==> src/hdl/ppt_pkg.sv <==
package ppt_pkg;

    localparam int PATH_DEPTH   = 256;
    localparam int IDX_W        = $clog2(PATH_DEPTH);
    localparam int CNT_W        = IDX_W + 1;

    localparam int WRAP_LIMIT   = 12861;
    localparam int WRAP_STEP    = 25723;
    localparam int STEER_LIMIT  = 4096;
    localparam int HALF_PI_Q20  = 1647099;
    localparam int CORDIC_STEPS = 20;
    localparam int CORDIC_W     = 45;
    localparam int ANG_W        = 25;

    localparam logic [1:0] REG_GAIN   = 2'd0;
    localparam logic [1:0] REG_BASE   = 2'd1;
    localparam logic [1:0] REG_TARGET = 2'd2;

    typedef struct packed {
        logic signed [31:0] y;
        logic signed [31:0] x;
    } t_point;

    typedef struct packed {
        logic busy;
        logic done;
    } t_unit_sts;

    function automatic logic [20:0] atan_q20(input logic [4:0] i);
        logic [20:0] v;
        case (i)
            5'd0:    v = 21'd823550;
            5'd1:    v = 21'd486170;
            5'd2:    v = 21'd256879;
            5'd3:    v = 21'd130396;
            5'd4:    v = 21'd65451;
            5'd5:    v = 21'd32757;
            5'd6:    v = 21'd16383;
            5'd7:    v = 21'd8192;
            5'd8:    v = 21'd4096;
            5'd9:    v = 21'd2048;
            5'd10:   v = 21'd1024;
            5'd11:   v = 21'd512;
            5'd12:   v = 21'd256;
            5'd13:   v = 21'd128;
            5'd14:   v = 21'd64;
            5'd15:   v = 21'd32;
            5'd16:   v = 21'd16;
            5'd17:   v = 21'd8;
            5'd18:   v = 21'd4;
            5'd19:   v = 21'd2;
            default: v = 21'd0;
        endcase
        return v;
    endfunction

endpackage

==> src/hdl/ppt_div.sv <==
module ppt_div (
    input  logic               i_clk,
    input  logic               i_rst_n,
    input  logic               i_start,
    input  logic [27:0]        i_num,
    input  logic [16:0]        i_den,
    output ppt_pkg::t_unit_sts o_sts,
    output logic [15:0]        o_quot
);

    localparam logic [4:0] LAST_STEP = 5'd27;

    logic        r_busy;
    logic        r_done;
    logic [4:0]  r_cnt;
    logic [17:0] r_rem;
    logic [27:0] r_q;
    logic [16:0] r_den;
    logic [15:0] r_quot;
    logic [17:0] n_shift;
    logic        n_ge;
    logic [27:0] n_q;

    always_comb begin
        n_shift = {r_rem[16:0], r_q[27]};
        n_ge    = (n_shift >= {1'b0, r_den});
        n_q     = {r_q[26:0], n_ge};
    end

    always_ff @(posedge i_clk) begin
        if (!i_rst_n) begin
            r_busy <= 1'b0;
            r_done <= 1'b0;
            r_cnt  <= '0;
        end else begin
            r_done <= 1'b0;
            if (i_start) begin
                r_busy <= 1'b1;
                r_cnt  <= '0;
                r_rem  <= '0;
                r_q    <= i_num;
                r_den  <= i_den;
            end else if (r_busy) begin
                r_rem <= n_ge ? (n_shift - {1'b0, r_den}) : n_shift;
                r_q   <= n_q;
                r_cnt <= r_cnt + 5'd1;
                if (r_cnt == LAST_STEP) begin
                    r_quot <= (n_q[27:16] != 12'd0) ? 16'hFFFF : n_q[15:0];
                    r_busy <= 1'b0;
                    r_done <= 1'b1;
                end
            end
        end
    end

    assign o_sts.busy = r_busy;
    assign o_sts.done = r_done;
    assign o_quot     = r_quot;

endmodule

==> config.mk <==
export PLATFORM = sky130hd
export DESIGN_NAME = ppt_div
export DESIGN_NICKNAME = d
export VERILOG_FILES = /design/src/hdl/ppt_pkg.sv /design/src/hdl/ppt_div.sv
export SDC_FILE = /design/constraint.sdc
export NUM_CORES = 1
export LEC_CHECK = 0
export BUFFER_PORTS_ARGS = -buffer_cell sky130_fd_sc_hd__buf_4
export CAP_MARGIN = 20
export CORE_AREA = 4 4 96 98
export CTS_CLUSTER_DIAMETER = 120
export CTS_CLUSTER_SIZE = 12
export DETAILED_ROUTE_END_ITERATION = 8
export DIE_AREA = 0 0 100 102
export GPL_ROUTABILITY_DRIVEN = 0
export GPL_TIMING_DRIVEN = 0
export PLACE_DENSITY = 0.77
export RECOVER_POWER = 50
export SLEW_MARGIN = 20
export SYNTH_ARGS = -nofsm -noshare
export SYNTH_HDL_FRONTEND = slang
export SYNTH_SLANG_ARGS = --single-unit
==> constraint.sdc <==
create_clock -name i_clk -period 5.4 [get_ports i_clk]
set_clock_uncertainty 0.05 [all_clocks]
set_input_delay 1.35 -clock i_clk [delete_from_list [all_inputs] [get_ports i_clk]]
set_output_delay 1.35 -clock i_clk [all_outputs]
set_load 0.02 [all_outputs]
==> results.toml, run 1 <==
[global_routing]
grt_pass1_wl_um = 15460
overflow = 0
grt.total_usage_pct = 19.73
grt_max_degree = 28
grt_pass1_vias = 3210
antenna_found_initial = 0

[placement]
port_buffers = 64
place_ws_ps = 2368
dpl.hpwl_um = 6915

[critical_path]
slowest_delay_ps = 1200
crit_family = "buffers and inverters"
endpoint_kind = "flip-flop"
path_common_cell = "clkbuf_1"
startpoint_type = "input port"
critPathKind = "input port to flip-flop"
rrSetupSlack_ps = 2330
crit_slowest_cell = "clkbuf_1"
arrival_ps = 3630
crit_buf_inv = 2
crit_path_max_fanout = 27
crit_chain = "clkbuf_1 > o21a_1 > clkbuf_1"
required_ps = 5310

[synth]
async_reset_ff_share_pct = 0
synth.cell_area_um2 = 4501
ys_ff_latch = 85
synth_cell_types = 63
ys_warn_count = 0
syn_inst = 363
synth_ff_type = "edfxtp_1"
synth_enable_flop_cells = 78
syn-mean-instance-area_um2 = 12.40
ys_seq_area_share_pct = 55.16
synth_fp_nets = 430

[floorplan]
die_w_um = 100
die_y_um = 102
start_util_pct = 53.16
fp.coreArea_um2 = 8466
ios = 66
fp-row-count = 34
die_area_um2 = 10200

[timing]
tns_ps = 0
holdWs_ps = 488.9
fin_ws_ps = 1685
setup_violations = 0
hold_viol = 0
slew_violations = 28
fmax_ghz = 0.2692
period_needed_ps = 3715
maxSlewHeadroom_pct = -3.712
worstMarginPinSlew_ps = 1556
fin_crit_sh_pct = 68.79
rsz0062_at_grt = "no"

[power]
peakVddDrop_v = 0.0001582
leakagePower_nw = 1.913
p_per_area_nw_per_um2 = 297.8
report.power.total_mw = 1.562

[clocking]
cts-resized-gates = 0
cts.sinks = 85
hold_buffers = 0
path_clk_slew_ps = 90
clock-root-buffer = "clkbuf_8"
cts_made_buffers = 9
cts_buffer_depth = 2
postCtsSetupRepairBufs = 0
tritoncts = "done"
htree_levels = 3
clk_latency_ps = 360

[finish]
antenna_cells = 0
fin_util_pct = 61.97
fillers = 695
drive_gt1_share_pct = 30.18
fin_nets = 506
syn_to_final_growth_pct = 16.57

[drt]
antenna_left = 0
routed-via-count = 3168
routedWlPerCell_um = 17.42
drc = 0
vias_per_cell = 5.739
drt-pass1-iter-count = 5
drt_iter0_drc = 238
wirelength_um = 9618

[worst_hold_path]
hold_path_class = "flip-flop to flip-flop"

[run_status]
status = "finished, violations left"
violations = "capacitance limit, slew limit"

[flow_run]
drv_cap = 1
==> worst register-to-register path: cells and delay by family (launching register included) <==
kind	cells	cell delay, ps
AOI/OAI and AO/OA	1	750
buffers and inverters	2	1520
DFF	1	350
==> state kept, by name (all words and copies together) (netlist names) <==
register	cells
r_den	17
r_q	28
o_quot	16
r_done	1
r_cnt	5
r_rem	17
r_busy	1
==> per-stage QoR <==
stage	area [µm²]	std cells
after CTS	5331	552
after global placement	5116	535
final	5246	552
after detailed placement	5137	536
after global routing	5246	552
after floorplan	4501	363
==> cell families (layout without fill, tap and decap cells) <==
kind of cell,Yosys count,count (layout),synth area share [%]
and+or+nand+nor,91,91,11.34
xor gates and xnor gates,11,11,2.141
AOI/OAI and AO/OA,87,87,13.90
muxes,29,29,7.228
buffers and inverters,41,122,4.782
adders and majority gates,19,19,5.449
DFF,85,85,55.16
==> synthesized netlist by cell type (3+ instances only) <==
master | instances | area share (%)
mux2_2 | 28 | 7.0
nor3_1 | 7 | 0.78
inv_1 | 24 | 2.0
a21oi_1 | 24 | 2.7
xor2_1 | 3 | 0.58
dfxtp_1 | 7 | 3.1
buf_6 | 3 | 0.75
a21boi_0 | 3 | 0.50
xnor2_1 | 8 | 1.6
nand2b_1 | 5 | 0.70
buf_4 | 3 | 0.50
or2_2 | 15 | 2.1
edfxtp_1 | 78 | 52
nor2_1 | 11 | 0.92
nand4_1 | 5 | 0.70
ha_1 | 18 | 5.0
clkbuf_1 | 6 | 0.50
o21ai_0 | 3 | 0.33
o21ai_1 | 9 | 1.0
nand3_1 | 20 | 2.2
nand2_1 | 12 | 1.0
o21a_1 | 5 | 0.83
a31oi_1 | 6 | 0.83
and4b_1 | 3 | 0.67
a211oi_1 | 6 | 1.0
nor4_1 | 3 | 0.42
==> area by class of cell <==
type	count	area (µm²)	area share [%]
Tap cell	108	135.1	2.576
Clock buffer	11	151.4	2.886
Multi-Input combinational cell	237	1803	34.37
Sequential cell	85	2482	47.32
Buffer	17	125.1	2.385
Timing Repair Buffer	65	416.7	7.942
Inverter	24	90.09	1.717
Clock inverter	5	42.54	0.8109
==> worst paths after layout <==
path                          start                      end  cells past startpoint
setup / recovery            i_start  r_rem[13]$_SDFFCE_PP0P_                      3
hold / removal     r_q[2]$_DFFE_PP_  o_quot[3]$_SDFFCE_PP1P_                      1
setup reg to reg  r_busy$_SDFF_PN0_  r_rem[13]$_SDFFCE_PP0P_                      3
hold reg to reg    r_q[2]$_DFFE_PP_  o_quot[3]$_SDFFCE_PP1P_                      1
==> metal layers <==
metal	share of wire, %	global-route usage, %	up-vias	routed length (µm)
met1	43	26.28	1505	4158
met3	6.4	4.232	19	614
li1	-	-	1529	-
met2	49	32.02	115	4677
met4	1.7	7.461	0	168
met5	0	0	-	0
==> power by group <==
group	internal (mW)	leakage (nW)	total, mW	switching, mW
clock network	0.198	0.102	0.440	0.242
registers	0.767	0.738	0.786	0.0192
logic	0.153	1.07	0.336	0.183
total	1.12	1.91	1.56	0.444
==> placed cells by master, fill, tap and decap left out, drive strengths merged, types with 3 or more instances in the layout <==
cell,count
edfxtp,78
clkbuf,55
buf,37
mux2,28
inv,26
a21oi,24
nand3,20
ha,18
or2,15
o21ai,15
nand2,13
nor2,11
xnor2,8
nor3,8
dfxtp,7
a211oi,6
a31oi,6
o21a,6
nand4,5
nand2b,5
a21boi,4
and4b,3
xor2,3
nor4,3
a21o,3
a211o,3
a221oi,3
clkinv,3
Power figures use the tool's default switching activity.
==> run 2: changes to the inputs <==
Settings changed: CORE_AREA 4 4 96 98 to 4 4 99 101, DIE_AREA 0 0 100 102 to 0 0 103 105, PLACE_DENSITY 0.77 to 0.76.
Clock period 5.4 ns to 3.05 ns, I/O delays scaled along.
==> run 2 against run 1 <==
  * The flow now finishes without violations
  * Global-route usage fell by 1.7 points
  * Critical path type is now flip-flop to flip-flop
  * Routed wire length fell by 3.9%
  * Register-to-register slack got worse by 2200 ps
  * Critical path depth rose by 8
==> results.toml, run 2 (synthesized netlist as in run 1, its figures left out) <==
[floorplan]
ios = 66
die_y_um = 105
fp.coreArea_um2 = 9021
start_util_pct = 49.89
die_w_um = 103
die_area_um2 = 10820
fp-row-count = 35

[finish]
drive_gt1_share_pct = 30.25
largest_register_ffs = 28
final_common_cell = "edfxtp_1"
antenna_cells = 0
stdcell_count = 554
largest-register = "r_q"
final_cell_mix = "78 x edfxtp_1, 32 x buf_4, 28 x mux2_2"
largestRegisters = "r_q x28, r_den x17, r_rem x17"
fin_nets = 506
syn_to_final_growth_pct = 17.07

[critical_path]
slowest_delay_ps = 400
startpoint_type = "flip-flop"
crit_chain = "inv_1 > ha_1 > inv_1 > fa_1 > a21o_2 > a221oi_2 > o21ai_2 > o21a_2 > buf_6 > o22ai_2 > a21oi_1"
endpoint_kind = "flip-flop"
crit_slowest_cell = "fa_1"
arrival_ps = 2950
critPathKind = "flip-flop to flip-flop"
crit_family = "compound AO/OA/AOI/OAI gates"
crit_path_max_fanout = 10
path_common_cell = "inv_1"
crit_buf_inv = 3
required_ps = 3090

[timing]
maxSlewHeadroom_pct = 30.90
fin_crit_sh_pct = 95.41
fmax_ghz = 0.3436
setup_violations = 0
worstMarginPinSlew_ps = 1037
fin_ws_ps = 139.9
slew_violations = 0
period_needed_ps = 2910
rsz0062_at_grt = "no"
hold_viol = 0

[placement]
dpl.hpwl_um = 6598
place_ws_ps = 191.3
dpl.cell_count = 539
port_buffers = 64

[clocking]
cts.sinks = 85
postCtsSetupRepairBufs = 0
hold_buffers = 0
cts_buffer_depth = 2
cts-resized-gates = 0
clock-root-buffer = "clkbuf_8"
tritoncts = "done"
cts_made_buffers = 9
htree_levels = 3
path_clk_slew_ps = 90
clk_latency_ps = 360

[global_routing]
overflow = 0
grt_pass1_vias = 3036
grt_max_degree = 26
antenna_found_initial = 0
grt_pass1_wl_um = 15260
grt.total_usage_pct = 17.99

[drt]
wirelength_um = 9243
vias_per_cell = 5.643
drc = 0
drt_iter0_drc = 250
routed-via-count = 3126
routedWlPerCell_um = 16.68
drt-pass1-iter-count = 5
antenna_left = 0

[run_status]
status = "completed"

[power]
report.power.total_mw = 2.790
peakVddDrop_v = 0.0002860
leakagePower_nw = 1.915
p_per_area_nw_per_um2 = 529.5

[flow_run]
drv_cap = 0

[worst_hold_path]
hold_path_class = "flip-flop to flip-flop"
## run 2: changes by cell type in the layout (fill, tap and decap cells not counted), sizes merged
cell,delta
clkbuf,-3
buf,+1
clkinvlp,+1
bufinv,+1
inv,-1
## run 2: power by group
group / internal, mW / leakage [nW] / switching [mW]
logic: 0.274 / 1.08 / 0.323
registers: 1.36 / 0.738 / 0.0333
clock network: 0.381 / 0.0959 / 0.421
total: 2.01 / 1.92 / 0.778
## run 2: area by class of cell
cell class	instances	area, µm²
Fill cell	748	3752
Sequential cell	85	2482
Tap cell	111	138.9
Clock inverter	6	72.57
Clock buffer	9	123.9
Inverter	24	90.09
Buffer	17	125.1
Multi-Input combinational cell	237	1803
Timing Repair Buffer	65	432.9
## run 2: metrics by stage
step / utilization, % / area (µm²) / hold WS, ps / setup TNS [ps]
final: 58.40 / 5269 / 483.3 / 0
after global routing: 58.40 / 5269 / 512.7 / 0
after CTS: 59.17 / 5338 / 489.7 / 0
after detailed placement: 56.99 / 5141 / 466.3 / 0
after global placement: 56.75 / 5120 / 437.5 / -5258
after floorplan: - / 4501 / 422.5 / 0
## run 2: final timing paths
path,cells after the start,end,startpoint,slack (ps)
setup / recovery,11,r_rem[11]$_SDFFCE_PP0P_,r_q[27]$_DFFE_PP_,140
hold / removal,1,o_quot[14]$_SDFFCE_PP1P_,r_q[13]$_DFFE_PP_,480
setup reg to reg,11,r_rem[11]$_SDFFCE_PP0P_,r_q[27]$_DFFE_PP_,140
hold reg to reg,1,o_quot[14]$_SDFFCE_PP1P_,r_q[13]$_DFFE_PP_,480
## run 2: layer usage
metal / routed length (µm) / vias up / global-route usage, %
li1: - / 1535 / -
met1: 4190 / 1476 / 26.91
met2: 4432 / 99 / 26.31
met3: 499 / 16 / 4.406
met4: 120 / 0 / 4.255
met5: 0 / - / 0
==> run 3: changes to the inputs <==
Settings changed: MAX_ROUTING_LAYER set to met4, SLEW_MARGIN 20 to 40.
==> run 3 against run 2 <==
  * Critical path depth shrank 1
  * Global-route usage grew 0.78 points
  * Setup slack gained 8.8 ps
  * Critical endpoint is now r_q[0]$_DFFE_PP_
  * Sequential share of layout area grew 0.15 points
  * Largest cell class unchanged
  * Register-to-register slack is essentially flat
  * Power grew 0.24%
  * Clock power grew 1%
==> results.toml, run 3 (synthesized netlist as in run 1, its figures left out) <==
[timing]
worstMarginPinSlew_ps = 775.9
hold_viol = 0
fmax_ghz = 0.3447
setup_violations = 0
period_needed_ps = 2901
fin_crit_sh_pct = 95.12
fin_ws_ps = 148.7
holdWs_ps = 485.1
maxSlewHeadroom_pct = 48.27
slew_violations = 0
rsz0062_at_grt = "no"

[drt]
wirelength_um = 9318
routed-via-count = 3123
routedWlPerCell_um = 16.82
dr_wl_met2_um = 4406
drt-pass1-iter-count = 4
wl_met3_um = 422
drt_iter0_drc = 232
top_layer = "met4"
vias_per_cell = 5.637
wl_met1_um = 4303
drc = 0
antenna_left = 0

[clocking]
clk_latency_ps = 370
cts-resized-gates = 0
htree_levels = 3
clock-root-buffer = "clkbuf_8"
tritoncts = "done"
cts_buffer_depth = 2
hold_buffers = 0
path_clk_slew_ps = 90
cts_made_buffers = 9
cts.sinks = 85
postCtsSetupRepairBufs = 0

[finish]
largest_register_ffs = 28
largest-register = "r_q"
final_cell_mix = "78 x edfxtp_1, 32 x buf_4, 28 x mux2_2"
fillers = 752
stdcell_count = 554
drive_gt1_share_pct = 30.25
fin_nets = 506
antenna_cells = 0
syn_to_final_growth_pct = 16.71
largestRegisters = "r_q x28, r_den x17, r_rem x17"
final_common_cell = "edfxtp_1"

[power]
peakVddDrop_v = 0.0002571
power.share.clock_pct = 29.0
p_per_area_nw_per_um2 = 532.4
comb_power_share_pct = 21.3
leakagePower_nw = 1.907
power_frac_seq_pct = 49.7
switching_share_pct = 28.15
power_switching_mw = 0.7872
power.internal_mw = 2.009

[critical_path]
crit_family = "compound AO/OA/AOI/OAI gates"
crit_slowest_cell = "edfxtp_1"
crit_path_max_fanout = 7
required_ps = 3110
arrival_ps = 2970
startpoint_type = "flip-flop"
path_common_cell = "inv_1"
critPathKind = "flip-flop to flip-flop"
slowest_delay_ps = 400
crit_chain = "inv_1 > ha_1 > inv_1 > fa_1 > a21o_2 > a221oi_2 > o21ai_2 > o21ai_4 > nand2_4 > mux2_2"
endpoint_kind = "flip-flop"
crit_buf_inv = 2

[placement]
dpl.hpwl_um = 6646
port_buffers = 64
dpl.cell_count = 539
place_ws_ps = 184.1

[floorplan]
fp.coreArea_um2 = 9021
die_w_um = 103
die_y_um = 105
ios = 66
fp-row-count = 35
start_util_pct = 49.89
die_area_um2 = 10820

[global_routing]
grt.total_usage_pct = 18.77
grt_max_degree = 31
antenna_found_initial = 0
overflow = 0
grt_pass1_wl_um = 15350
grt_pass1_vias = 3046

[flow_run]
drv_cap = 0

[worst_hold_path]
hold_path_class = "flip-flop to flip-flop"

[run_status]
status = "completed"
## run 3: cell count changes in the layout (fill, tap and decap cells not counted)
| cell | before | now |
|---|---|---|
| inv_6 | 1 | 2 |
| clkinvlp_4 | 1 | 2 |
| clkinv_4 | 3 | 1 |
| clkbuf_2 | 0 | 1 |
| buf_12 | 1 | 0 |
## run 3: metal layers
layer  GRT usage [%]  up-vias
li1                -     1528
met1           27.04     1477
met2           26.81      103
met3           2.737       15
met4           7.123        0
met5               -        -
## run 3: power by group through the flow
stage	Sequential (mW)	Combinational, mW	Clock, mW
after floorplan	1.41	0.439	0
after CTS	1.39	0.597	0.829
after detailed placement	1.42	0.591	0
after global placement	1.42	0.569	0
final	1.39	0.595	0.811
after global routing	1.40	0.659	0.895
## run 3: per-stage QoR
| step | power, mW | cell area (µm²) | setup TNS, ps | util [%] |
|---|---|---|---|---|
| after floorplan | 1.844 | 4501 | 0 | - |
| final | 2.796 | 5253 | 0 | 58.22 |
| after global placement | 1.985 | 5120 | -5258 | 56.75 |
| after global routing | 2.952 | 5253 | 0 | 58.22 |
| after detailed placement | 2.007 | 5147 | 0 | 57.06 |
| after CTS | 2.815 | 5343 | 0 | 59.22 |
## run 3: area by class of cell
class | count | area, µm² | area share, %
flip-flops and latches | 85 | 2482 | 47.26
multi-input cells | 237 | 1803 | 34.33
repair buffers | 65 | 417.9 | 7.956
well taps | 111 | 138.9 | 2.644
plain buffers | 17 | 125.1 | 2.382
clock buffers | 9 | 123.9 | 2.358
inverters | 24 | 90.09 | 1.715
clock inverters | 6 | 71.32 | 1.358
## run 3: final timing paths
kind | cells past startpoint | slack [ps] | start | to
hold / removal | 1 | 490 | r_q[12]$_DFFE_PP_ | o_quot[13]$_SDFFCE_PP1P_
hold reg to reg | 1 | 490 | r_q[12]$_DFFE_PP_ | o_quot[13]$_SDFFCE_PP1P_
setup / recovery | 10 | 150 | r_q[27]$_DFFE_PP_ | r_q[0]$_DFFE_PP_
setup reg to reg | 10 | 150 | r_q[27]$_DFFE_PP_ | r_q[0]$_DFFE_PP_
