--- src/hdl/ppt_pkg.sv ---
package ppt_pkg;

    localparam int PATH_DEPTH   = 256;
    localparam int IDX_W        = $clog2(PATH_DEPTH);
    localparam int CNT_W        = IDX_W + 1;

    localparam int WRAP_LIMIT   = 12861;
    localparam int WRAP_STEP    = 25723;
    localparam int STEER_LIMIT  = 4096;
    localparam int HALF_PI_Q20  = 1647099;
    localparam int CORDIC_STEPS = 20;
    localparam int CORDIC_W     = 45;
    localparam int ANG_W        = 25;

    localparam logic [1:0] REG_GAIN   = 2'd0;
    localparam logic [1:0] REG_BASE   = 2'd1;
    localparam logic [1:0] REG_TARGET = 2'd2;

    typedef struct packed {
        logic signed [31:0] y;
        logic signed [31:0] x;
    } t_point;

    typedef struct packed {
        logic busy;
        logic done;
    } t_unit_sts;

    function automatic logic [20:0] atan_q20(input logic [4:0] i);
        logic [20:0] v;
        case (i)
            5'd0:    v = 21'd823550;
            5'd1:    v = 21'd486170;
            5'd2:    v = 21'd256879;
            5'd3:    v = 21'd130396;
            5'd4:    v = 21'd65451;
            5'd5:    v = 21'd32757;
            5'd6:    v = 21'd16383;
            5'd7:    v = 21'd8192;
            5'd8:    v = 21'd4096;
            5'd9:    v = 21'd2048;
            5'd10:   v = 21'd1024;
            5'd11:   v = 21'd512;
            5'd12:   v = 21'd256;
            5'd13:   v = 21'd128;
            5'd14:   v = 21'd64;
            5'd15:   v = 21'd32;
            5'd16:   v = 21'd16;
            5'd17:   v = 21'd8;
            5'd18:   v = 21'd4;
            5'd19:   v = 21'd2;
            default: v = 21'd0;
        endcase
        return v;
    endfunction

endpackage

--- src/hdl/ppt_isqrt.sv ---
module ppt_isqrt (
    input  logic               i_clk,
    input  logic               i_rst_n,
    input  logic               i_start,
    input  logic [64:0]        i_value,
    output ppt_pkg::t_unit_sts o_sts,
    output logic [32:0]        o_root
);

    localparam logic [5:0] LAST_STEP = 6'd32;

    logic        r_busy;
    logic        r_done;
    logic [5:0]  r_cnt;
    logic [65:0] r_val;
    logic [35:0] r_rem;
    logic [32:0] r_root;
    logic [35:0] n_shift;
    logic [35:0] n_trial;
    logic        n_ge;

    always_comb begin
        n_shift = {r_rem[33:0], r_val[65:64]};
        n_trial = {1'b0, r_root, 2'b01};
        n_ge    = (n_shift >= n_trial);
    end

    always_ff @(posedge i_clk) begin
        if (!i_rst_n) begin
            r_busy <= 1'b0;
            r_done <= 1'b0;
            r_cnt  <= '0;
        end else begin
            r_done <= 1'b0;
            if (i_start) begin
                r_busy <= 1'b1;
                r_cnt  <= '0;
                r_val  <= {1'b0, i_value};
                r_rem  <= '0;
                r_root <= '0;
            end else if (r_busy) begin
                r_rem  <= n_ge ? (n_shift - n_trial) : n_shift;
                r_root <= {r_root[31:0], n_ge};
                r_val  <= {r_val[63:0], 2'b00};
                r_cnt  <= r_cnt + 6'd1;
                if (r_cnt == LAST_STEP) begin
                    r_busy <= 1'b0;
                    r_done <= 1'b1;
                end
            end
        end
    end

    assign o_sts.busy = r_busy;
    assign o_sts.done = r_done;
    assign o_root     = r_root;

endmodule

--- config.mk ---
export PLATFORM = sky130hd
export DESIGN_NAME = ppt_isqrt
export DESIGN_NICKNAME = d
export VERILOG_FILES = /design/src/hdl/ppt_pkg.sv /design/src/hdl/ppt_isqrt.sv
export SDC_FILE = /design/constraint.sdc
export NUM_CORES = 1
export LEC_CHECK = 0
export ABC_AREA = 1
export BUFFER_PORTS_ARGS = -buffer_cell sky130_fd_sc_hd__buf_2
export CORE_MARGIN = 2
export CORE_UTILIZATION = 30
export CTS_CLUSTER_DIAMETER = 100
export DETAILED_ROUTE_END_ITERATION = 16
export PLACE_DENSITY = 0.52
export SLEW_MARGIN = 10
export SYNTH_ARGS = -nofsm -noshare
export SYNTH_HDL_FRONTEND = slang
export SYNTH_SLANG_ARGS = --single-unit
--- constraint.sdc ---
create_clock -name i_clk -period 9.7 [get_ports i_clk]
set_clock_uncertainty 0.05 [all_clocks]
set_input_delay 0.485 -clock i_clk [delete_from_list [all_inputs] [get_ports i_clk]]
set_output_delay 0.485 -clock i_clk [all_outputs]
set_load 0.005 [all_outputs]
==> reports/results.tsv, run 1 <==
stage	metric	value	unit
timing	hold_violations	0	
die	start_util	30.4	%
synthesis	ys_seq_elements	141	
critical_path	r2r_slack	6.94	ns
drt	dr.pass1.iters	6	
drt	route.antenna.remaining_nets	0	
clock_tree	clock_path_buffers	2	
hold_path	hold_path_end	r_val[0]$_SDFFCE_PN0P_	
timing	worst_slack	6.94	ns
hold_path	min-delay-start	i_value[0]	
critical_path	cp_num_buf_inv	1	
placement	hpwl	15500	um
critical_path	crit_path_max_fanout	68	
timing	setup_tns	0	ns
timing	relSlewSlack	30.4	%
placement	finalWeightedCongestion	0.911	
synthesis	yosys.area_share.simple	34.0	%
synthesis	synth_compound_area_share	1.99	%
hold_path	hp-class	in -> reg	
timing	fin_crit	2.76	ns
die	ios	103	
clock_tree	cts_resized	0	
synthesis	synth_xor_area_share	1.81	%
global_route	overflow	0	
timing	finalMaxSlewViolations	0	
clock_tree	cts_tree	yes	
synthesis	synth_top_family_by_area	simple AND/OR/NAND/NOR gates	
synthesis	synth_edf_count	133	
clock_tree	cts_max_level	4	
die	core	28600	um^2
job	cap_violations	0	
synthesis	syn-cell-area	8690	um^2
timing	setup_violations	0	
critical_path	crit_family	simple AND/OR/NAND/NOR gates	
finish	antenna_cells	0	
synthesis	syn_avg_cell_area	7.43	um^2
clock_tree	clkSlewWorstSetupHoldPaths	0.06	ns
drt	dr.first_iter.drc_count	458	
finish	post-route-util	35.6	%
critical_path	critical-path-max-stage-delay	0.55	ns
die	die_y	174	um
timing	post-route-period-util	28.5	%
critical_path	cp_cell_sequence	ha_1, nand2_1, nor2_2, nand2_1, nor2_1, nand4_1, nand4_2, buf_4, nand2_1, nand2_1, nor2_1	
timing	worstMarginPinSlew	1.04	ns
critical_path	cp_slowest_cell	buf_4	
timing	rsz0062_at_grt	no	
clock_tree	cts_setup_buffers	0	
pwr	leakage	5.14	nW
placement	pre_cts_ws	6.87	ns
drt	avgRoutedWirePerCell	12.8	um
synthesis	ys_async_sr_fraction	0	%
critical_path	reg2regPathDepth	11	
global_route	grt_pass1_wl	35700	um
critical_path	rr_endpoint	r_rem[28]$_SDFFCE_PP0P_	
synthesis	yosysSeqAreaShare	47.8	%
synthesis	synth_nets	1275	
drt	num_vias	7214	
clock_tree	cts_root_buf	clkbuf_16	
critical_path	crit_required	9.83	ns
clock_tree	numClockSinks	141	
timing	holdWs	0.261	ns
synthesis	synth_cell_types	33	
synthesis	synth.area.mux_share	0	%
global_route	antenna_found_initial	1	
critical_path	cp.arrival	2.90	ns
critical_path	crit_top_cell	nand2_1	
drt	drc_errors	0	
global_route	track_usage	14.6	%
global_route	grt_max_degree	100	
finish	layout-drive-gt1-share	12.8	%
global_route	grt_pass1_vias	7057	
die	fp.dieW	174	um
critical_path	end_kind	flip-flop	
pwr	powerDensity	180	nW/um^2
placement	numPortBuffers	102	
drt	routed_wl	21300	um
finish	final_net_count	1372	
critical_path	r2r_start	r_rem[19]$_SDFFCE_PP0P_	
finish	area_delta_synth_final	17.2	%
finish	nFillCells	3061	
die	rows	62	
clock_tree	cts_hold_buf	0	
critical_path	start_kind	flip-flop	
outcome	outcome	completed	
synthesis	synth_flop_cell	edfxtp_1	
hold_path	hold_depth	3	
critical_path	path_class	reg -> reg	
timing	max_freq	0.362	GHz
pwr	finalPower	1.83	mW
pwr	vdd_drop_max	0.106	mV
drt	vias_per_cell	4.34	
synthesis	syn_inst	1170	
synthesis	yosys_warnings	0	
clock_tree	clock_latency	0.43	ns
synthesis	synth-adder-area-share	5.33	%
clock_tree	cts_made_buffers	17	
die	die_area	30300	um^2
-- cells in the mapped netlist (7+ instances only) --
cell	instances	area, um^2
nand3_1	20	100
nand2_1	531	1990
nor2_1	141	529
xnor2_1	17	149
dfxtp_1	8	160
nand3b_1	10	75.1
a21oi_1	26	130
edfxtp_1	133	3990
buf_1	7	26.3
clkbuf_1	14	52.6
nor3_1	11	55.1
inv_1	160	601
ha_1	37	463
inv_2	8	30.0
nand4_1	7	43.8
-- flip-flops by register name (all words and copies together) (netlist names) --
signal  count
r_val      66
r_rem      34
o_root     33
r_cnt       6
r_busy      1
r_done      1
-- kinds of logic after synthesis --
kind of cell    after synthesis
xor+xnor                     18
fa+ha+maj                    37
flops                       141
buf+inv                     198
simple gates                743
compound gates               33
-- tightest hold or removal path: stages --
cell and delay, ns:
buf_2 0.07, nand2_1 0.04, inv_1 0.04
-- per-layer routing --
layer  global-route usage [%]  vias to the layer above  wire length, um
met5                        0                        -                7
met4                     3.75                        2              274
met3                     3.50                       19             1220
met2                     22.8                      177             9320
met1                     20.3                     3207            10400
li1                         -                     3809                -
-- final cells by class --
cell class	instances	area, um^2	area share, %
Tap cell	384	480	4.72
Sequential cell	141	4150	40.8
Timing Repair Buffer	108	558	5.48
Clock inverter	15	174	1.71
Inverter	168	631	6.19
Multi-Input combinational cell	831	3760	36.9
Clock buffer	17	425	4.18
-- power by group --
group / total (mW) / internal, mW / switching (mW) / leakage, nW
Clock: 0.674 / 0.369 / 0.305 / 0.292
Combinational: 0.413 / 0.142 / 0.271 / 3.49
Sequential: 0.744 / 0.725 / 0.0184 / 1.36
Total: 1.83 / 1.24 / 0.595 / 5.14
-- stage by stage --
step                      cells  cell area [um^2]
after floorplan            1170              8690
after global placement     1632              9590
after detailed placement   1632              9590
after CTS                  1664             10200
after global routing       1664             10200
final                      1664             10200
-- worst max path at each step --
stage,from,end,slack [ns],cells past startpoint
final,r_rem[19]$_SDFFCE_PP0P_,r_rem[28]$_SDFFCE_PP0P_,6.94,11
after global routing,o_root[30]$_SDFFCE_PP0P_,r_rem[33]$_SDFFCE_PP0P_,6.62,12
after CTS,o_root[30]$_SDFFCE_PP0P_,r_rem[32]$_SDFFCE_PP0P_,6.93,12
after detailed placement,i_start,o_root[24]$_SDFFCE_PP0P_,6.87,5
after global placement,i_start,o_root[24]$_SDFFCE_PP0P_,6.95,5
after floorplan,i_start,o_root[0]$_SDFFCE_PP0P_,1.65,3
-- placed cells by master, fill, tap and decap left out, drive strengths merged, types with 3 or more instances in the layout --
cell	count
a21oi	26
buf	108
clkbuf	17
clkinv	4
dfxtp	8
edfxtp	133
ha	37
inv	177
nand2	536
nand3	20
nand3b	10
nand4	8
nor2	148
nor3	12
nor4	3
o21ai	4
xnor2	17
Note: power is estimated with default switching activity, not from simulation.
==> run 2, diff against run 1 <==
- clock period: 9.7 -> 2.7 ns (I/O delays scaled with it)
==> run 2 against run 1 <==
Net effect:
- core utilization grew 2.4 points
- cell count grew 4.0%
- via count grew 2.4%
- critical endpoint is now r_rem[33]$_SDFFCE_PP0P_
- largest power group unchanged
- routed wire length is 1.7% higher
- worst hold slack got worse by 0.16 ns
- worst setup slack lost 6.6 ns
- critical path depth rose by 4
- die area did not move
- non-clock buffer count rose by 67
- highest routed layer is now met4
==> reports/results.tsv, run 2 (synthesis results as in run 1) <==
stage	metric	value	unit
global_route	grt_pass1_vias	7436	
drt	route.antenna.remaining_nets	0	
drt	wl_met1	10600	um
finish	largest_reg_flops	66	
pwr	p_sw_share	32.3	%
critical_path	crit_required	2.85	ns
timing	relSlewSlack	52.8	%
clock_tree	clkSlewWorstSetupHoldPaths	0.07	ns
placement	placed_cell_area	9630	um^2
drt	vias_per_cell	4.27	
placement	numPortBuffers	102	
drt	wl_met3	988	um
pwr	powerDensity	613	nW/um^2
global_route	antenna_found_initial	0	
finish	finalInstanceArea	10900	um^2
timing	hold_violations	0	
job	cap_violations	0	
clock_tree	clock_latency	0.44	ns
timing	holdWs	0.0998	ns
timing	worstMarginPinSlew	0.708	ns
finish	final_common_cell	nand2_1	
drt	drc_errors	0	
drt	routed_wl	21600	um
die	die_area	30300	um^2
timing	max_freq	0.418	GHz
pwr	vdd_drop_max	0.344	mV
critical_path	path_class	reg -> reg	
pwr	p_sw	2.15	mW
global_route	track_usage	14.9	%
pwr	pwr-share-comb	23.4	%
finish	layout-drive-gt1-share	12.6	%
clock_tree	cts_setup_buffers	0	
hold_path	hp-class	in -> reg	
clock_tree	numClockSinks	141	
finish	nFillCells	2971	
placement	hpwl	15400	um
drt	dr.pass1.iters	5	
global_route	overflow	0	
drt	top_layer_used	met4	
drt	met2_length	9710	um
timing	worst_slack	0.309	ns
pwr	leakage	5.43	nW
clock_tree	cts_max_level	4	
finish	final_cell_mix	nand2_1 (531), inv_1 (159), nor2_1 (141), edfxtp_1 (133), buf_2 (101)	
pwr	p_int	4.52	mW
drt	num_vias	7385	
placement	finalWeightedCongestion	0.939	
finish	regMostFlops	r_val	
global_route	grt_max_degree	80	
critical_path	end_kind	flip-flop	
clock_tree	clock_path_buffers	2	
pwr	clkPwrFrac	36.5	%
die	fp.dieW	174	um
drt	avgRoutedWirePerCell	12.5	um
critical_path	cp.arrival	2.54	ns
timing	setup_violations	0	
die	ios	103	
timing	fin_crit	2.39	ns
finish	area_delta_synth_final	25.2	%
global_route	grt_pass1_wl	36700	um
finish	antenna_cells	0	
drt	dr.first_iter.drc_count	435	
finish	final_net_count	1439	
clock_tree	cts_root_buf	clkbuf_16	
die	start_util	30.4	%
critical_path	start_kind	flip-flop	
pwr	power_frac_seq	40.1	%
outcome	outcome	completed	
placement	pre_cts_ws	0.264	ns
die	rows	62	
die	die_y	174	um
timing	finalMaxSlewViolations	0	
timing	post-route-period-util	88.5	%
clock_tree	cts_made_buffers	17	
clock_tree	cts_tree	yes	
timing	rsz0062_at_grt	no	
critical_path	crit_path_max_fanout	50	
die	core	28600	um^2
[run 2: critical path, stage by stage (launching register included)]
cell and delay (ns):
edfxtp_1 0.36, inv_1 0.07, ha_1 0.37, nand2_2 0.16
inv_1 0.05, nand2_1 0.06, nand2_1 0.06, inv_1 0.06
nand2_1 0.06, a21oi_1 0.20, nand4_2 0.17, buf_12 0.22
nand2_1 0.10, nand2_1 0.06, nand2_1 0.06, inv_1 0.03
[run 2: final cells by class]
cell class	count	area (um^2)	area share, %
clock buffer	17	425	3.91
sequential	141	4160	38.2
inverter	168	633	5.82
tap	384	480	4.42
timing repair buffer	175	1250	11.5
clock inverter	15	173	1.59
multi-input combinational	831	3770	34.6
[run 2: per-stage QoR]
| stage | total power [mW] | instances | TNS (ns) | utilization (%) |
|---|---|---|---|---|
| finish | 6.67 | 1731 | 0 | 38.0 |
| global route | 7.08 | 1731 | 0 | 38.0 |
| CTS | 6.74 | 1731 | 0 | 38.0 |
| detailed placement | 4.22 | 1634 | 0 | 33.6 |
| global placement | 4.22 | 1634 | 0 | 33.6 |
| floorplan | 3.82 | 1170 | -54.74 | - |
[run 2: timing repair]
item | 4_1_cts | 5_1_grt
resized for setup | 0 | 1
hold buffers | 65 | 0
hold endpoints to repair | 65 | 0
setup endpoints to repair | 0 | 1
[run 2: final timing paths]
kind | slack [ns] | from | depth (start not counted) | end
worst max-delay path | 0.31 | o_root[25]$_SDFFCE_PP0P_ | 15 | r_rem[33]$_SDFFCE_PP0P_
worst min register to register | 0.45 | r_cnt[1]$_SDFFE_PP0P_ | 2 | r_cnt[1]$_SDFFE_PP0P_
worst min-delay path | 0.1 | i_rst_n | 5 | r_cnt[1]$_SDFFE_PP0P_
worst max register to register | 0.31 | o_root[25]$_SDFFCE_PP0P_ | 15 | r_rem[33]$_SDFFCE_PP0P_
[run 2: routing by layer]
layer,global-route usage (%),vias to the layer above
li1,-,3943
met1,19.8,3278
met2,24.2,144
met3,3.72,20
met4,3.89,0
met5,0,-
[run 2: power by group through the flow]
stage                     clock [mW]  sequential (mW)  combinational, mW
final                           2.43             2.67               1.56
after global routing            2.58             2.69               1.81
after CTS                       2.48             2.68               1.58
after detailed placement           0             2.72               1.50
after global placement             0             2.72               1.50
after floorplan                    0             2.71               1.11
==> run 3, diff against run 2 <==
--- a/config.mk
+++ b/config.mk
@@ -8,5 +8,4 @@
 export ABC_AREA = 1
 export BUFFER_PORTS_ARGS = -buffer_cell sky130_fd_sc_hd__buf_2
-export CORE_MARGIN = 2
 export CORE_UTILIZATION = 30
 export CTS_CLUSTER_DIAMETER = 100
--- a/constraint.sdc
+++ b/constraint.sdc
@@ -3,3 +3,3 @@
 set_input_delay 0.135 -clock i_clk [delete_from_list [all_inputs] [get_ports i_clk]]
 set_output_delay 0.135 -clock i_clk [all_outputs]
-set_load 0.005 [all_outputs]
+set_load 0.1 [all_outputs]
==> run 3 against run 2 <==
Net effect:
- global-route usage up 1.0 points
- critical path depth down 3
- worst setup slack better by 0.026 ns
- count of clock-buffer cells in the layout unchanged
- first-iteration DRC count up 0.46%
- die area down 2.3%
- worst hold slack worse by 0.024 ns
- combinational power up 21%
- power up 5.8%
==> reports/results.tsv, run 3 (synthesis results as in run 1) <==
stage	metric	value	unit
die	die_area	29700	um^2
finish	final_net_count	1438	
timing	fin_crit	2.36	ns
drt	avgRoutedWirePerCell	12.9	um
finish	antenna_cells	0	
clock_tree	cts_max_level	4	
finish	finalInstanceArea	11200	um^2
critical_path	cp_slowest_cell	edfxtp_1	
critical_path	crit_path_max_fanout	68	
critical_path	critical-path-max-stage-delay	0.40	ns
global_route	antenna_found_initial	1	
drt	routed_wl	22200	um
global_route	grt_max_degree	98	
global_route	track_usage	15.9	%
finish	final_cell_mix	nand2_1 (531), nor2_1 (141), edfxtp_1 (133), inv_1 (128), buf_2 (101)	
clock_tree	numClockSinks	141	
die	core	28200	um^2
drt	dr.first_iter.drc_count	437	
clock_tree	cts_hold_buf	65	
timing	worstMarginPinSlew	0.566	ns
placement	numPortBuffers	102	
pwr	vdd_drop_max	0.392	mV
finish	nFillCells	2904	
placement	dp_cells	1627	
hold_path	hp-class	in -> reg	
drt	dr.pass1.iters	5	
die	ios	103	
critical_path	start_kind	flip-flop	
global_route	overflow	0	
die	fp.dieW	172	um
critical_path	path_class	reg -> reg	
timing	hold_violations	0	
clock_tree	cts_made_buffers	17	
critical_path	crit_required	2.83	ns
finish	area_delta_synth_final	29.4	%
clock_tree	clkSlewWorstSetupHoldPaths	0.07	ns
outcome	outcome	completed	
critical_path	cp.arrival	2.50	ns
job	cap_violations	0	
finish	final_common_cell	nand2_1	
placement	hpwl	15600	um
finish	instances_no_fill	1723	
finish	multiInputGateArea	4150	um^2
finish	largest_reg_flops	66	
critical_path	crit_top_cell	nand2_1	
placement	finalWeightedCongestion	0.936	
finish	layout-drive-gt1-share	17.0	%
clock_tree	cts_setup_buffers	0	
timing	finalMaxSlewViolations	0	
clock_tree	clock_path_buffers	2	
critical_path	cp_cell_sequence	inv_1, ha_1, nand2_1, nor3_2, nand2_1, nor2_2, nand3_1, nand4_2, buf_12, nand2_1, nand2_1, nor2_1	
critical_path	r2r_slack	0.34	ns
drt	route.antenna.remaining_nets	0	
pwr	powerDensity	628	nW/um^2
die	start_util	30.9	%
clock_tree	cts_tree	yes	
timing	post-route-period-util	87.6	%
placement	placed_cell_area	10000	um^2
timing	max_freq	0.423	GHz
clock_tree	clock_latency	0.44	ns
global_route	grt_pass1_wl	37000	um
clock_tree	cts_root_buf	clkbuf_16	
drt	vias_per_cell	4.34	
die	rows	61	
finish	regMostFlops	r_val	
critical_path	end_kind	flip-flop	
drt	drc_errors	0	
timing	holdWs	0.0759	ns
clock_tree	cts_resized	0	
finish	post-route-util	39.9	%
global_route	grt_pass1_vias	7591	
pwr	leakage	5.39	nW
timing	setup_violations	0	
die	die_y	172	um
timing	rsz0062_at_grt	no	
drt	num_vias	7472	
finish	ff_latch_area	4160	um^2
timing	relSlewSlack	62.3	%
-- run 3: cell count changes in the layout (fill, tap and decap cells not counted), sizes merged --
cell	change
clkinv	-2
buf	-1
bufinv	+1
clkinvlp	+1
inv	-1
-- run 3: stage by stage --
step / setup WS (ns) / total power [mW] / setup TNS, ns
6_report: 0.335 / 7.06 / 0
5_1_grt: 0.0770 / 7.47 / 0
4_1_cts: 0.289 / 7.16 / 0
3_5_place_dp: 0.297 / 4.58 / 0
3_3_place_gp: 0.305 / 4.58 / 0
2_1_floorplan: -0.409 / 4.16 / -54.74
-- run 3: area by class of cell --
class | count | area share, %
sequential | 141 | 36.9
multi-input combinational | 831 | 36.9
timing repair buffer | 174 | 11.0
inverter | 168 | 5.63
tap | 378 | 4.20
clock buffer | 17 | 3.78
clock inverter | 14 | 1.51
-- run 3: critical path: cells and delay by family (launching register included) --
family	cells	cell delay, ns
simple gates	9	0.96
flops	1	0.40
fa+ha+maj	1	0.31
buf+inv	2	0.36
-- run 3: final timing paths --
kind / start / end / depth (start not counted)
worst max-delay path: o_root[31]$_SDFFCE_PP0P_ / r_rem[20]$_SDFFCE_PP0P_ / 12
worst min-delay path: i_rst_n / r_cnt[3]$_SDFFE_PP0P_ / 5
worst max register to register: o_root[31]$_SDFFCE_PP0P_ / r_rem[20]$_SDFFCE_PP0P_ / 12
worst min register to register: r_cnt[1]$_SDFFE_PP0P_ / r_cnt[1]$_SDFFE_PP0P_ / 2
-- run 3: per-layer routing --
metal  part of all wire (%)  wire (um)  vias up  track usage [%]
li1                       -          -     3943                -
met1                     48      10700     3341             20.8
met2                     46      10200      160             26.1
met3                    4.5        990       26             3.75
met4                    1.6        348        2             4.42
met5                  0.036          8        -                0
-- run 3: power by group --
| group | leakage (nW) | internal (mW) | switching [mW] |
|---|---|---|---|
| registers | 1.36 | 2.61 | 0.0931 |
| clock network | 0.288 | 1.39 | 1.07 |
| logic | 3.75 | 0.678 | 1.21 |
